==> config.mk <==
export PLATFORM = sky130hd
export DESIGN_NAME = float_literal_recognizer
export DESIGN_NICKNAME = d
export VERILOG_FILES = /design/src/hdl/flr_pkg.sv /design/src/hdl/float_literal_recognizer.sv /design/src/hdl/flr_char_class.sv /design/src/hdl/flr_step.sv
export SDC_FILE = /design/constraint.sdc
export NUM_CORES = 1
export LEC_CHECK = 0
export BUFFER_PORTS_ARGS = -buffer_cell sky130_fd_sc_hd__buf_2
export CAP_MARGIN = 10
export CORE_MARGIN = 2
export CORE_UTILIZATION = 54
export DETAILED_ROUTE_END_ITERATION = 10
export PLACE_DENSITY = 0.76
export REMOVE_ABC_BUFFERS = 1
export SLEW_MARGIN = 40
export SYNTH_ARGS = -nofsm -noshare
export SYNTH_HDL_FRONTEND = slang
export SYNTH_HIERARCHICAL = 1
export SYNTH_SLANG_ARGS = --single-unit
export TNS_END_PERCENT = 50
==> constraint.sdc <==
create_clock -name clk -period 3.5 [get_ports clk]
set_input_delay 0.175 -clock clk [delete_from_list [all_inputs] [get_ports clk]]
set_output_delay 0.175 -clock clk [all_outputs]
set_load 0.005 [all_outputs]
==> src/hdl/flr_pkg.sv <==
`timescale 1ns / 1ps
// ----------------------------------------------------------------------------
// flr_pkg
// Shared types and constants for the float literal recognizer.
// ----------------------------------------------------------------------------
package flr_pkg;

  localparam int unsigned CharW  = 8;
  localparam int unsigned PhaseW = 5;

  // Parse phase. INFk / NANk: k letters of the word matched so far.
  typedef enum logic [PhaseW-1:0] {
    PH_START    = 5'd0,
    PH_SIGN     = 5'd1,
    PH_INT      = 5'd2,
    PH_DOT0     = 5'd3,
    PH_FRAC     = 5'd4,
    PH_EXP      = 5'd5,
    PH_EXP_SIGN = 5'd6,
    PH_EXP_DIG  = 5'd7,
    PH_INF1     = 5'd8,
    PH_INF2     = 5'd9,
    PH_INF3     = 5'd10,
    PH_INF4     = 5'd11,
    PH_INF5     = 5'd12,
    PH_INF6     = 5'd13,
    PH_INF7     = 5'd14,
    PH_INF8     = 5'd15,
    PH_NAN1     = 5'd16,
    PH_NAN2     = 5'd17,
    PH_NAN3     = 5'd18,
    PH_REJECT   = 5'd19
  } phase_t;

  localparam logic [CharW-1:0] ChPlus  = 8'h2B;
  localparam logic [CharW-1:0] ChMinus = 8'h2D;
  localparam logic [CharW-1:0] ChDot   = 8'h2E;
  localparam logic [CharW-1:0] Ch0     = 8'h30;
  localparam logic [CharW-1:0] Ch9     = 8'h39;
  localparam logic [CharW-1:0] ChUpA   = 8'h41;
  localparam logic [CharW-1:0] ChUpZ   = 8'h5A;
  localparam logic [CharW-1:0] CaseBit = 8'h20;
  localparam logic [CharW-1:0] ChLoA   = 8'h61;
  localparam logic [CharW-1:0] ChLoE   = 8'h65;
  localparam logic [CharW-1:0] ChLoF   = 8'h66;
  localparam logic [CharW-1:0] ChLoI   = 8'h69;
  localparam logic [CharW-1:0] ChLoN   = 8'h6E;
  localparam logic [CharW-1:0] ChLoT   = 8'h74;
  localparam logic [CharW-1:0] ChLoY   = 8'h79;

  // Byte classification handed from the classifier to the step logic.
  typedef struct packed {
    logic digit;
    logic sign;
    logic dot;
    logic let_a;
    logic let_e;
    logic let_f;
    logic let_i;
    logic let_n;
    logic let_t;
    logic let_y;
  } char_class_t;

endpackage

==> src/hdl/float_literal_recognizer.sv <==
`timescale 1ns / 1ps
// ----------------------------------------------------------------------------
// float_literal_recognizer
// Byte-serial check of a strict decimal float literal (incl. inf/infinity/nan).
// ----------------------------------------------------------------------------
// Usage:
//   Item channel (item_valid/item_stall): one byte per transfer, char_code plus
//   is_last marking the final byte of a string. Strings run back to back.
//   Result channel (result_valid/result_stall): one transfer per string,
//   accepted = 1 when the whole string is a valid literal.
//   Throughput: one byte per cycle while item_stall is low; the parse phase
//   register is the only loop and its update is one short classify-and-step
//   path. Verdict path: the last byte passes the input register, then the
//   result register, from which the verdict is shown.
//   Stall: non-final bytes never wait on the result side. A final byte waits
//   in the input register only while an undelivered verdict sits in the
//   result register and result_stall is high; item_stall then goes high.
//   Reset (rst, synchronous): both registers empty, phase back to start of
//   string. Verdicts held at reset are dropped.
// ----------------------------------------------------------------------------
module float_literal_recognizer
  import flr_pkg::*;
(
  input  logic             clk,
  input  logic             rst,
  input  logic             item_valid,
  output logic             item_stall,
  input  logic [CharW-1:0] char_code,
  input  logic             is_last,
  output logic             result_valid,
  input  logic             result_stall,
  output logic             accepted
);

  // input register
  logic             s1_valid;
  logic [CharW-1:0] s1_char;
  logic             s1_last;

  phase_t      phase;
  phase_t      phase_next;
  char_class_t cls;
  logic        accepting;

  logic s1_adv;
  logic item_take;
  logic result_take;

  flr_char_class u_class (
    .char_code (s1_char),
    .cls       (cls)
  );

  flr_step u_step (
    .phase      (phase),
    .cls        (cls),
    .phase_next (phase_next),
    .accepting  (accepting)
  );

  assign result_take = result_valid && !result_stall;
  // a final byte needs a free (or freeing) result slot
  assign s1_adv      = s1_valid && (!s1_last || !result_valid || !result_stall);
  assign item_stall  = s1_valid && !s1_adv;
  assign item_take   = item_valid && !item_stall;

  always_ff @(posedge clk) begin
    if (rst) begin
      s1_valid     <= 1'b0;
      phase        <= PH_START;
      result_valid <= 1'b0;
    end else begin
      if (item_take) begin
        s1_valid <= 1'b1;
      end else if (s1_adv) begin
        s1_valid <= 1'b0;
      end

      // end of string returns to start
      if (s1_adv) begin
        phase <= s1_last ? PH_START : phase_next;
      end

      if (s1_adv && s1_last) begin
        result_valid <= 1'b1;
      end else if (result_take) begin
        result_valid <= 1'b0;
      end
    end
  end

  // payload, no reset
  always_ff @(posedge clk) begin
    if (item_take) begin
      s1_char <= char_code;
      s1_last <= is_last;
    end
    if (s1_adv && s1_last) begin
      accepted <= accepting;
    end
  end

endmodule

==> src/hdl/flr_char_class.sv <==
`timescale 1ns / 1ps
// ----------------------------------------------------------------------------
// flr_char_class
// Classifies one byte: digit, sign, dot and case-folded letter matches.
// ----------------------------------------------------------------------------
module flr_char_class
  import flr_pkg::*;
(
  input  logic [CharW-1:0] char_code,
  output char_class_t      cls
);

  logic [CharW-1:0] lc;

  // only ASCII A..Z fold
  assign lc = (char_code >= ChUpA && char_code <= ChUpZ) ? (char_code | CaseBit)
                                                         : char_code;

  always_comb begin
    cls.digit = (char_code >= Ch0) && (char_code <= Ch9);
    cls.sign  = (char_code == ChPlus) || (char_code == ChMinus);
    cls.dot   = (char_code == ChDot);
    cls.let_a = (lc == ChLoA);
    cls.let_e = (lc == ChLoE);
    cls.let_f = (lc == ChLoF);
    cls.let_i = (lc == ChLoI);
    cls.let_n = (lc == ChLoN);
    cls.let_t = (lc == ChLoT);
    cls.let_y = (lc == ChLoY);
  end

endmodule

==> src/hdl/flr_step.sv <==
`timescale 1ns / 1ps
// ----------------------------------------------------------------------------
// flr_step
// Next parse phase for one classified byte, and the accepting flag of it.
// ----------------------------------------------------------------------------
module flr_step
  import flr_pkg::*;
(
  input  phase_t      phase,
  input  char_class_t cls,
  output phase_t      phase_next,
  output logic        accepting
);

  always_comb begin
    phase_next = PH_REJECT;
    unique case (phase)
      PH_START, PH_SIGN: begin
        priority if (phase == PH_START && cls.sign) phase_next = PH_SIGN;
        else if (cls.digit) phase_next = PH_INT;
        else if (cls.dot)   phase_next = PH_DOT0;
        else if (cls.let_i) phase_next = PH_INF1;
        else if (cls.let_n) phase_next = PH_NAN1;
        else                phase_next = PH_REJECT;
      end
      PH_INT: begin
        priority if (cls.digit) phase_next = PH_INT;
        else if (cls.dot)   phase_next = PH_FRAC;
        else if (cls.let_e) phase_next = PH_EXP;
        else                phase_next = PH_REJECT;
      end
      PH_DOT0:     phase_next = cls.digit ? PH_FRAC : PH_REJECT;
      PH_FRAC: begin
        priority if (cls.digit) phase_next = PH_FRAC;
        else if (cls.let_e) phase_next = PH_EXP;
        else                phase_next = PH_REJECT;
      end
      PH_EXP: begin
        priority if (cls.sign) phase_next = PH_EXP_SIGN;
        else if (cls.digit) phase_next = PH_EXP_DIG;
        else                phase_next = PH_REJECT;
      end
      PH_EXP_SIGN, PH_EXP_DIG: phase_next = cls.digit ? PH_EXP_DIG : PH_REJECT;
      // "infinity", letter by letter
      PH_INF1: phase_next = cls.let_n ? PH_INF2 : PH_REJECT;
      PH_INF2: phase_next = cls.let_f ? PH_INF3 : PH_REJECT;
      PH_INF3: phase_next = cls.let_i ? PH_INF4 : PH_REJECT;
      PH_INF4: phase_next = cls.let_n ? PH_INF5 : PH_REJECT;
      PH_INF5: phase_next = cls.let_i ? PH_INF6 : PH_REJECT;
      PH_INF6: phase_next = cls.let_t ? PH_INF7 : PH_REJECT;
      PH_INF7: phase_next = cls.let_y ? PH_INF8 : PH_REJECT;
      // "nan"
      PH_NAN1: phase_next = cls.let_a ? PH_NAN2 : PH_REJECT;
      PH_NAN2: phase_next = cls.let_n ? PH_NAN3 : PH_REJECT;
      // infinity and nan take no more bytes; reject and unused codes stick
      default: phase_next = PH_REJECT;
    endcase
  end

  assign accepting = (phase_next == PH_INT)     || (phase_next == PH_FRAC) ||
                     (phase_next == PH_EXP_DIG) || (phase_next == PH_INF3) ||
                     (phase_next == PH_INF8)    || (phase_next == PH_NAN3);

endmodule

==> results of run 1 <==
[metal layers]
layer  vias up  track usage  wire, microns
li1        660            -              -
met1       648        0.311           1530
met2        44        0.328           1440
met3         3       0.0211            178
met4         0       0.0767             30
met5         -            0              0
[synth_stat cells, types with 6 or more instances]
master,number
nand3b_1,9
nand4_1,6
nand2b_1,8
a21oi_1,11
inv_1,7
a31oi_1,7
buf_2,6
nand2_1,10
nor2_1,9
edfxtp_1,10
dfxtp_1,7
[layout by cell type (no fill, tap or decap), types with 5 or more instances in the layout]
cell and instances:
inv_1 7, edfxtp_1 10, nor3_1 5, nand2b_1 8, o21ai_0 5, nor2_1 9, nand4_1 6, a21oi_1 11
a31oi_1 7, nand3b_1 9, nand2_1 10, buf_2 15, dfxtp_1 6, o211ai_1 5
[final timing paths]
| kind | start | endpoint | slack [ns] |
|---|---|---|---|
| max | s1_char[4]$_DFFE_PP_ | accepted$_DFFE_PP_ | 0.84 |
| min | char_code[6] | s1_char[6]$_DFFE_PP_ | 0.05 |
| max reg2reg | s1_char[4]$_DFFE_PP_ | accepted$_DFFE_PP_ | 0.84 |
| min reg2reg | result_valid$_SDFFE_PP0P_ | result_valid$_SDFFE_PP0P_ | 0.57 |
[state kept, by name (all words and copies together), names as in the netlist]
register      count
accepted          1
phase             5
result_valid      1
s1_char           8
s1_last           1
s1_valid          1
[worst register-to-register path, delay by kind of cell, from the launching register on]
kind,cells,cell delay (ns)
buffers and inverters,1,0.20
AND/OR/NAND/NOR,5,1.45
AO/OA/AOI/OAI,3,0.39
flip-flops,1,0.48
[kinds of logic after synthesis]
| family | after synthesis |
|---|---|
| compound gates | 45 |
| simple gates | 79 |
| flops | 17 |
| fa+ha+maj | 1 |
| xor+xnor | 2 |
| buf+inv | 19 |
| mux | 3 |
[per-stage QoR]
stage	area [sq um]	std cells	util	power, mW
floorplan	1350	154	-	0.288
global placement	1490	203	0.597	0.309
detailed placement	1490	203	0.597	0.312
CTS	1520	207	0.607	0.414
global route	1520	207	0.608	0.434
finish	1520	207	0.608	0.415
[power by group through the flow]
stage,sequential (mW),combinational (mW),clock [mW]
after global placement,0.246,0.0635,0
after floorplan,0.241,0.0472,0
final,0.243,0.0663,0.106
after CTS,0.242,0.0656,0.106
after detailed placement,0.247,0.0652,0
after global routing,0.246,0.0734,0.114
[final cells by class]
class	instances	share of cell area
inverter	7	0.0173
sequential	17	0.291
tap	30	0.0247
multi-input combinational	130	0.581
clock buffer	4	0.0173
timing repair buffer	19	0.0692
==> metrics.log, run 1 <==
INFO  metric areaGrowthSynthToFinish = 6.03%
INFO  metric port_buffers = 15
INFO  metric worstMarginPinSlew = 0.801 ns
INFO  metric initial_core_util = 0.573
INFO  metric finalWeightedCongestion = around 0.89
INFO  metric synth-simple-area-share = 0.355
INFO  metric route.antenna.remaining_nets = 0
INFO  metric cellLeakagePower = between 0.5 and 0.6 nW
INFO  metric finalNetCount = between 150 and 200
INFO  metric setup_tns = 0 ns
INFO  metric worstSetupEndpointType = flip-flop
INFO  metric power_report.internal_total = ~0.30 mW
INFO  metric seq_power_share = 0.585
INFO  metric layout.area.seq = around 440 sq um
INFO  metric overflow = 0
INFO  metric row_count = 18
INFO  metric clock_tree_from_tritoncts = done
INFO  metric critPathKind = reg2reg
INFO  metric detail_route.vias_per_cell = 6.55
INFO  metric syn-cell-area = approximately 1400 sq um
INFO  metric cp_top_family = simple AND/OR/NAND/NOR gates
INFO  metric timing.final.max_slew_violations = 0
INFO  metric skew = 0.00504 ns
INFO  metric yosys.area.top_type = edfxtp_1
INFO  metric synth-xor-area-share = 0.0122
INFO  metric postSynth.topFlopCell = edfxtp_1
INFO  metric die_w = around 56 microns
INFO  metric unrepaired_setup_endpoints_after_global_routing = no
INFO  metric synth_seq_area_share = 0.307
INFO  metric finalHoldWorstSlack = between 0.05 and 0.06 ns
INFO  metric clk_buf_depth = 2
INFO  metric async_reset_ff_frac = 0
INFO  metric firstDrtPassIters = 4
INFO  metric yosys.area_share.adder = 0.00786
INFO  metric min_period_over_period = 0.759
INFO  metric detail_route.drc_violations = 0
INFO  metric pwr-share-clk = 0.255
INFO  metric synth.top_cell.area_share = 0.210
INFO  metric cts_buffers = 3
INFO  metric via_count_of_the_first_global_routing_pass = between 1000 and 1500
INFO  metric routed_wire_length_per_instance = 15.3 microns
INFO  metric critPathArrivalTime = 2.80 ns
INFO  metric placeable_area = 2500 sq um
INFO  metric multi_input_area = around 880 sq um
INFO  metric cell_variety_after_synth = 56
INFO  metric critical-path-slowest-cell = edfxtp_1
INFO  metric critical_path.most_common_cell = o211ai_1
INFO  metric n_fill_cell = 216
INFO  metric timing.final.ws_setup = about 0.84 ns
INFO  metric clock_insertion_delay_worst_skew = roughly 0.30 ns
INFO  metric syn_avg_cell_area = roughly 8.6 sq um
INFO  metric max_frequency = ~380 MHz
INFO  metric critPathMaxStageDelay = between 0.4 and 0.5 ns
INFO  metric clockRootBuffer = clkbuf_4
INFO  metric synthCells = between 150 and 200
INFO  metric outcome = finished, final reports clean
INFO  metric finalSetupViolations = 0
INFO  metric cp_num_buf_inv = 1
INFO  metric post_route_cells_drive_above_1_share = 0.175
INFO  metric detailroute.via_count = 1355
INFO  metric synth_enable_flop_cells = 10
INFO  metric track_usage = 0.214
INFO  metric rr_worst_depth = 9
INFO  metric synth.top_cells.by_area = edfxtp_1, dfxtp_1, nand3b_1, a21oi_1, nand2b_1
INFO  metric complex_gate_fraction_of_the_synthesized_area = 0.218
INFO  metric die_height = roughly 56 microns
INFO  metric worstHoldPathType = in2reg
INFO  metric cell_pwr_density = approximately 270 nW/um^2
INFO  metric cts.sinks = 17
INFO  metric power.net_switching = 0.114 mW
INFO  metric ios = 16
INFO  metric max_cap_viol_count = 0
INFO  metric cts_resized = 0
INFO  metric worst_ep_required_time = about 3.7 ns
INFO  metric period_needed = 2.66 ns
INFO  metric antenna_found_initial = 0
INFO  metric hold_violations = 0
INFO  metric clkTransAtPathRegs = roughly 0.1 ns
INFO  metric detail_route.wirelength = around 3.2 mm
INFO  metric maxSlewHeadroom = 0.465
INFO  metric detailedPlacementHpwl = 2.24 mm
INFO  metric cts_setup_buffers = 0
INFO  metric maximum_number_of_pins_on_one_net_before_global_route_repair = 27
INFO  metric total_number_of_h_tree_levels = 1
INFO  metric combinational_family_with_the_most_area_after_synthesis = simple AND/OR/NAND/NOR gates
INFO  metric worstPathMaxFanout = 6
INFO  metric netSwitchingFraction = 0.274
INFO  metric cts_hold_buffers = 0
INFO  metric timing.critical_path.from_type = flip-flop
INFO  metric antenna_cells_inserted = 0
INFO  metric drt_first_iter_violations = 80
INFO  metric yosysWarnings = 6
INFO  metric fp.dieArea = 3080 sq um
INFO  metric setup_slack_at_placement = between 0.9 and 1 ns
INFO  metric hold_depth = 1
INFO  metric grt_pass1_wl = about 5.4 mm
INFO  metric irDropWorstVdd = about 0.35 mV
INFO  metric combPwrFrac = 0.160
INFO  metric timing.critical_path.cells = or3b_1, nor4b_1, buf_4, nor3b_1, o211ai_1, a21oi_1, nand4b_1, or3_1, o211ai_1
INFO  metric post_synth_mux_area_share = 0.0218
INFO  metric ys_ff_latch = 17
INFO  metric timing.critical_path.depth = 9
Note: power is estimated with default switching activity, not from simulation.
==> run 2, diff against run 1 <==
clock period = 2.8 ns   (was 3.5 ns; I/O delays follow)
==> run 2 against run 1 <==
Compared with the run above: clock skew increased by 0.0022 ns; wire length increased by 9.1%; clock power increased by 22%; fmax increased by 0.72%; global-route usage increased by 0.87 points; non-clock buffer count increased by 6; count of clock-buffer cells in the layout unchanged; core utilization increased by 2.0 points; design area increased by 3.3%.
==> metrics.log, run 2 (synthesis gave the netlist of run 1 again) <==
INFO  metric route.antenna.remaining_nets = 0 (unchanged)
INFO  metric grt_pass1_wl = 5.49 mm (+1.9%)
INFO  metric hold_violations = 0 (unchanged)
INFO  metric row_count = 18 (unchanged)
INFO  metric worst_ep_required_time = 2.95 ns (-0.70 ns)
INFO  metric routed_wire_length_per_instance = 16.3 microns (+6.1%)
INFO  metric timing_startpoint_of_the_critical_path = s1_char[1]$_DFFE_PP_
INFO  metric multi_input_area = 888 sq um (+0.71%)
INFO  metric layout.area.seq = 440 sq um (-0.28%)
INFO  metric timing.critical_path.from_type = flip-flop
INFO  metric max_cap_viol_count = 0 (unchanged)
INFO  metric rr_worst_depth = 9 (unchanged)
INFO  metric worstReg2RegStart = s1_char[1]$_DFFE_PP_
INFO  metric layout_common_cells = buf_2, a21oi_1, nand2_1, edfxtp_1, buf_4
INFO  metric maxSlewHeadroom = 0.452 (-0.0132)
INFO  metric cts_buffers = 3 (unchanged)
INFO  metric detailroute.via_count = 1348 (-0.52%)
INFO  metric detail_route.wirelength = 3.47 mm (+9.1%)
INFO  metric cell_pwr_density = 332 nW/um^2 (+22%)
INFO  metric finalSetupViolations = 0 (unchanged)
INFO  metric clk_buf_depth = 2 (unchanged)
INFO  metric placeable_area = 2500 sq um (unchanged)
INFO  metric ios = 16 (unchanged)
INFO  metric detailedPlacementHpwl = 2.50 mm (+11%)
INFO  metric areaGrowthSynthToFinish = 9.52%
INFO  metric port_buffers = 15 (unchanged)
INFO  metric detail_route.drc_violations = 0 (unchanged)
INFO  metric cts.sinks = 17 (unchanged)
INFO  metric via_count_of_the_first_global_routing_pass = 1165 (-1.7%)
INFO  metric finalNetCount = 197 (+3.1%)
INFO  metric clock_tree_from_tritoncts = done
INFO  metric clockRootBuffer = clkbuf_4
INFO  metric post_route_cells_drive_above_1_share = 0.202 (+0.0270)
INFO  metric critPathArrivalTime = 2.78 ns (-0.02 ns)
INFO  metric drt_first_iter_violations = 95 (+19%)
INFO  metric antenna_found_initial = 0 (unchanged)
INFO  metric cellLeakagePower = 0.545 nW (+6.3%)
INFO  metric critPathKind = reg2reg
INFO  metric largest_register_ff_count = 8 (unchanged)
INFO  metric cts_hold_buffers = 0 (unchanged)
INFO  metric clkTransAtPathRegs = 0.09 ns (about the same)
INFO  metric timing.final.max_slew_violations = 0 (unchanged)
INFO  metric reg2reg_setup_slack = 0.16 ns (-0.68 ns)
INFO  metric period_needed = 2.64 ns (-0.0191 ns)
INFO  metric die_height = 55.5 microns (unchanged)
INFO  metric min_period_over_period = 0.942 (+0.183)
INFO  metric outcome = finished, final reports clean
INFO  metric mostFrequentLayoutCell = buf_2
INFO  metric setup_tns = 0 ns (unchanged)
INFO  metric worstMarginPinSlew = 0.821 ns (+0.0198 ns)
INFO  metric fp.dieArea = 3080 sq um (unchanged)
INFO  metric worstPathMaxFanout = 6 (unchanged)
INFO  metric skew = 0.00726 ns (+0.00223 ns)
INFO  metric firstDrtPassIters = 5 (+1)
INFO  metric initial_core_util = 0.573 (unchanged)
INFO  metric detail_route.vias_per_cell = 6.33 (-3.3%)
INFO  metric setup_slack_at_placement = 0.162 ns (-0.757 ns)
INFO  metric maximum_number_of_pins_on_one_net_before_global_route_repair = 26 (-3.7%)
INFO  metric total_number_of_h_tree_levels = 1 (unchanged)
INFO  metric n_fill_cell = 219 (+1.4%)
INFO  metric irDropWorstVdd = 0.371 mV (+5.6%)
INFO  metric track_usage = 0.222 (+0.00868)
INFO  metric max_frequency = 379 MHz (+0.72%)
INFO  metric worstSetupEndpointType = flip-flop
INFO  metric die_w = 55.5 microns (unchanged)
INFO  metric top_register = s1_char
INFO  metric top_regs = s1_char: 8 flops, phase: 5 flops
INFO  metric critPathCapture = accepted$_DFFE_PP_
INFO  metric overflow = 0 (unchanged)
INFO  metric rr_endpoint = accepted$_DFFE_PP_
INFO  metric clock_insertion_delay_worst_skew = 0.30 ns (about the same)
INFO  metric worstHoldPathType = in2reg
INFO  metric antenna_cells_inserted = 0 (unchanged)
INFO  metric timing.final.ws_setup = 0.163 ns (-0.681 ns)
INFO  metric finalWeightedCongestion = 0.913 (+2.8%)
==> run 2: per-stage QoR <==
step | instances | hold WS (ns) | total power [mW] | util | area (sq um)
floorplan | 154 | 0.209 | 0.360 | - | 1350
global placement | 208 | 0.316 | 0.388 | 0.612 | 1530
detailed placement | 208 | 0.318 | 0.394 | 0.612 | 1530
CTS | 212 | 0.0112 | 0.523 | 0.622 | 1560
global route | 213 | 0.00763 | 0.544 | 0.628 | 1570
finish | 213 | 0.0176 | 0.521 | 0.628 | 1570
==> run 2: worst min path at each step <==
stage	from	to	slack (ns)	depth (start not counted)
5_1_grt	char_code[1]	s1_char[1]$_DFFE_PP_	0.008	1
3_3_place_gp	char_code[5]	s1_char[5]$_DFFE_PP_	0.32	1
3_5_place_dp	char_code[3]	s1_char[3]$_DFFE_PP_	0.32	1
2_1_floorplan	rst	result_valid$_SDFFE_PP0P_	0.21	1
4_1_cts	char_code[3]	s1_char[3]$_DFFE_PP_	0.01	1
6_report	char_code[3]	s1_char[3]$_DFFE_PP_	0.02	1
==> run 2: power breakdown <==
group	total [mW]	leakage, nW	switching (mW)	internal [mW]
sequential	0.301	0.155	0.0227	0.278
clock	0.129	0.0150	0.0734	0.0556
combinational	0.0916	0.375	0.0455	0.0462
==> run 2: routing by layer <==
layer  global-route usage  up-vias  wire length, microns
li1                     -      669                     -
met1                0.310      612                  1580
met2                0.352       63                  1630
met3               0.0234        4                   223
met4               0.0906        0                    39
met5                    0        -                     0
==> run 2: timing repair <==
| item | 4_1_cts | 5_1_grt |
|---|---|---|
| setup buffers | 0 | 1 |
| resized for setup | 0 | 1 |
| setup endpoints to repair | 0 | 1 |
==> run 2: cell type report <==
cell class / count / share of cell area
repair buffers: 25 / 0.0957
flip-flops and latches: 17 / 0.281
inverters: 7 / 0.0167
well taps: 30 / 0.0239
multi-input cells: 130 / 0.566
clock buffers: 4 / 0.0167
==> run 2: critical path, stage by stage (launching register included) <==
cell       delay [ns]
edfxtp_1         0.47
or3b_2           0.52
nor4_1           0.27
buf_4            0.20
o21ba_2          0.14
o21ai_0          0.07
a2bb2oi_1        0.16
nand4b_1         0.21
or3_1            0.37
o211ai_1         0.09
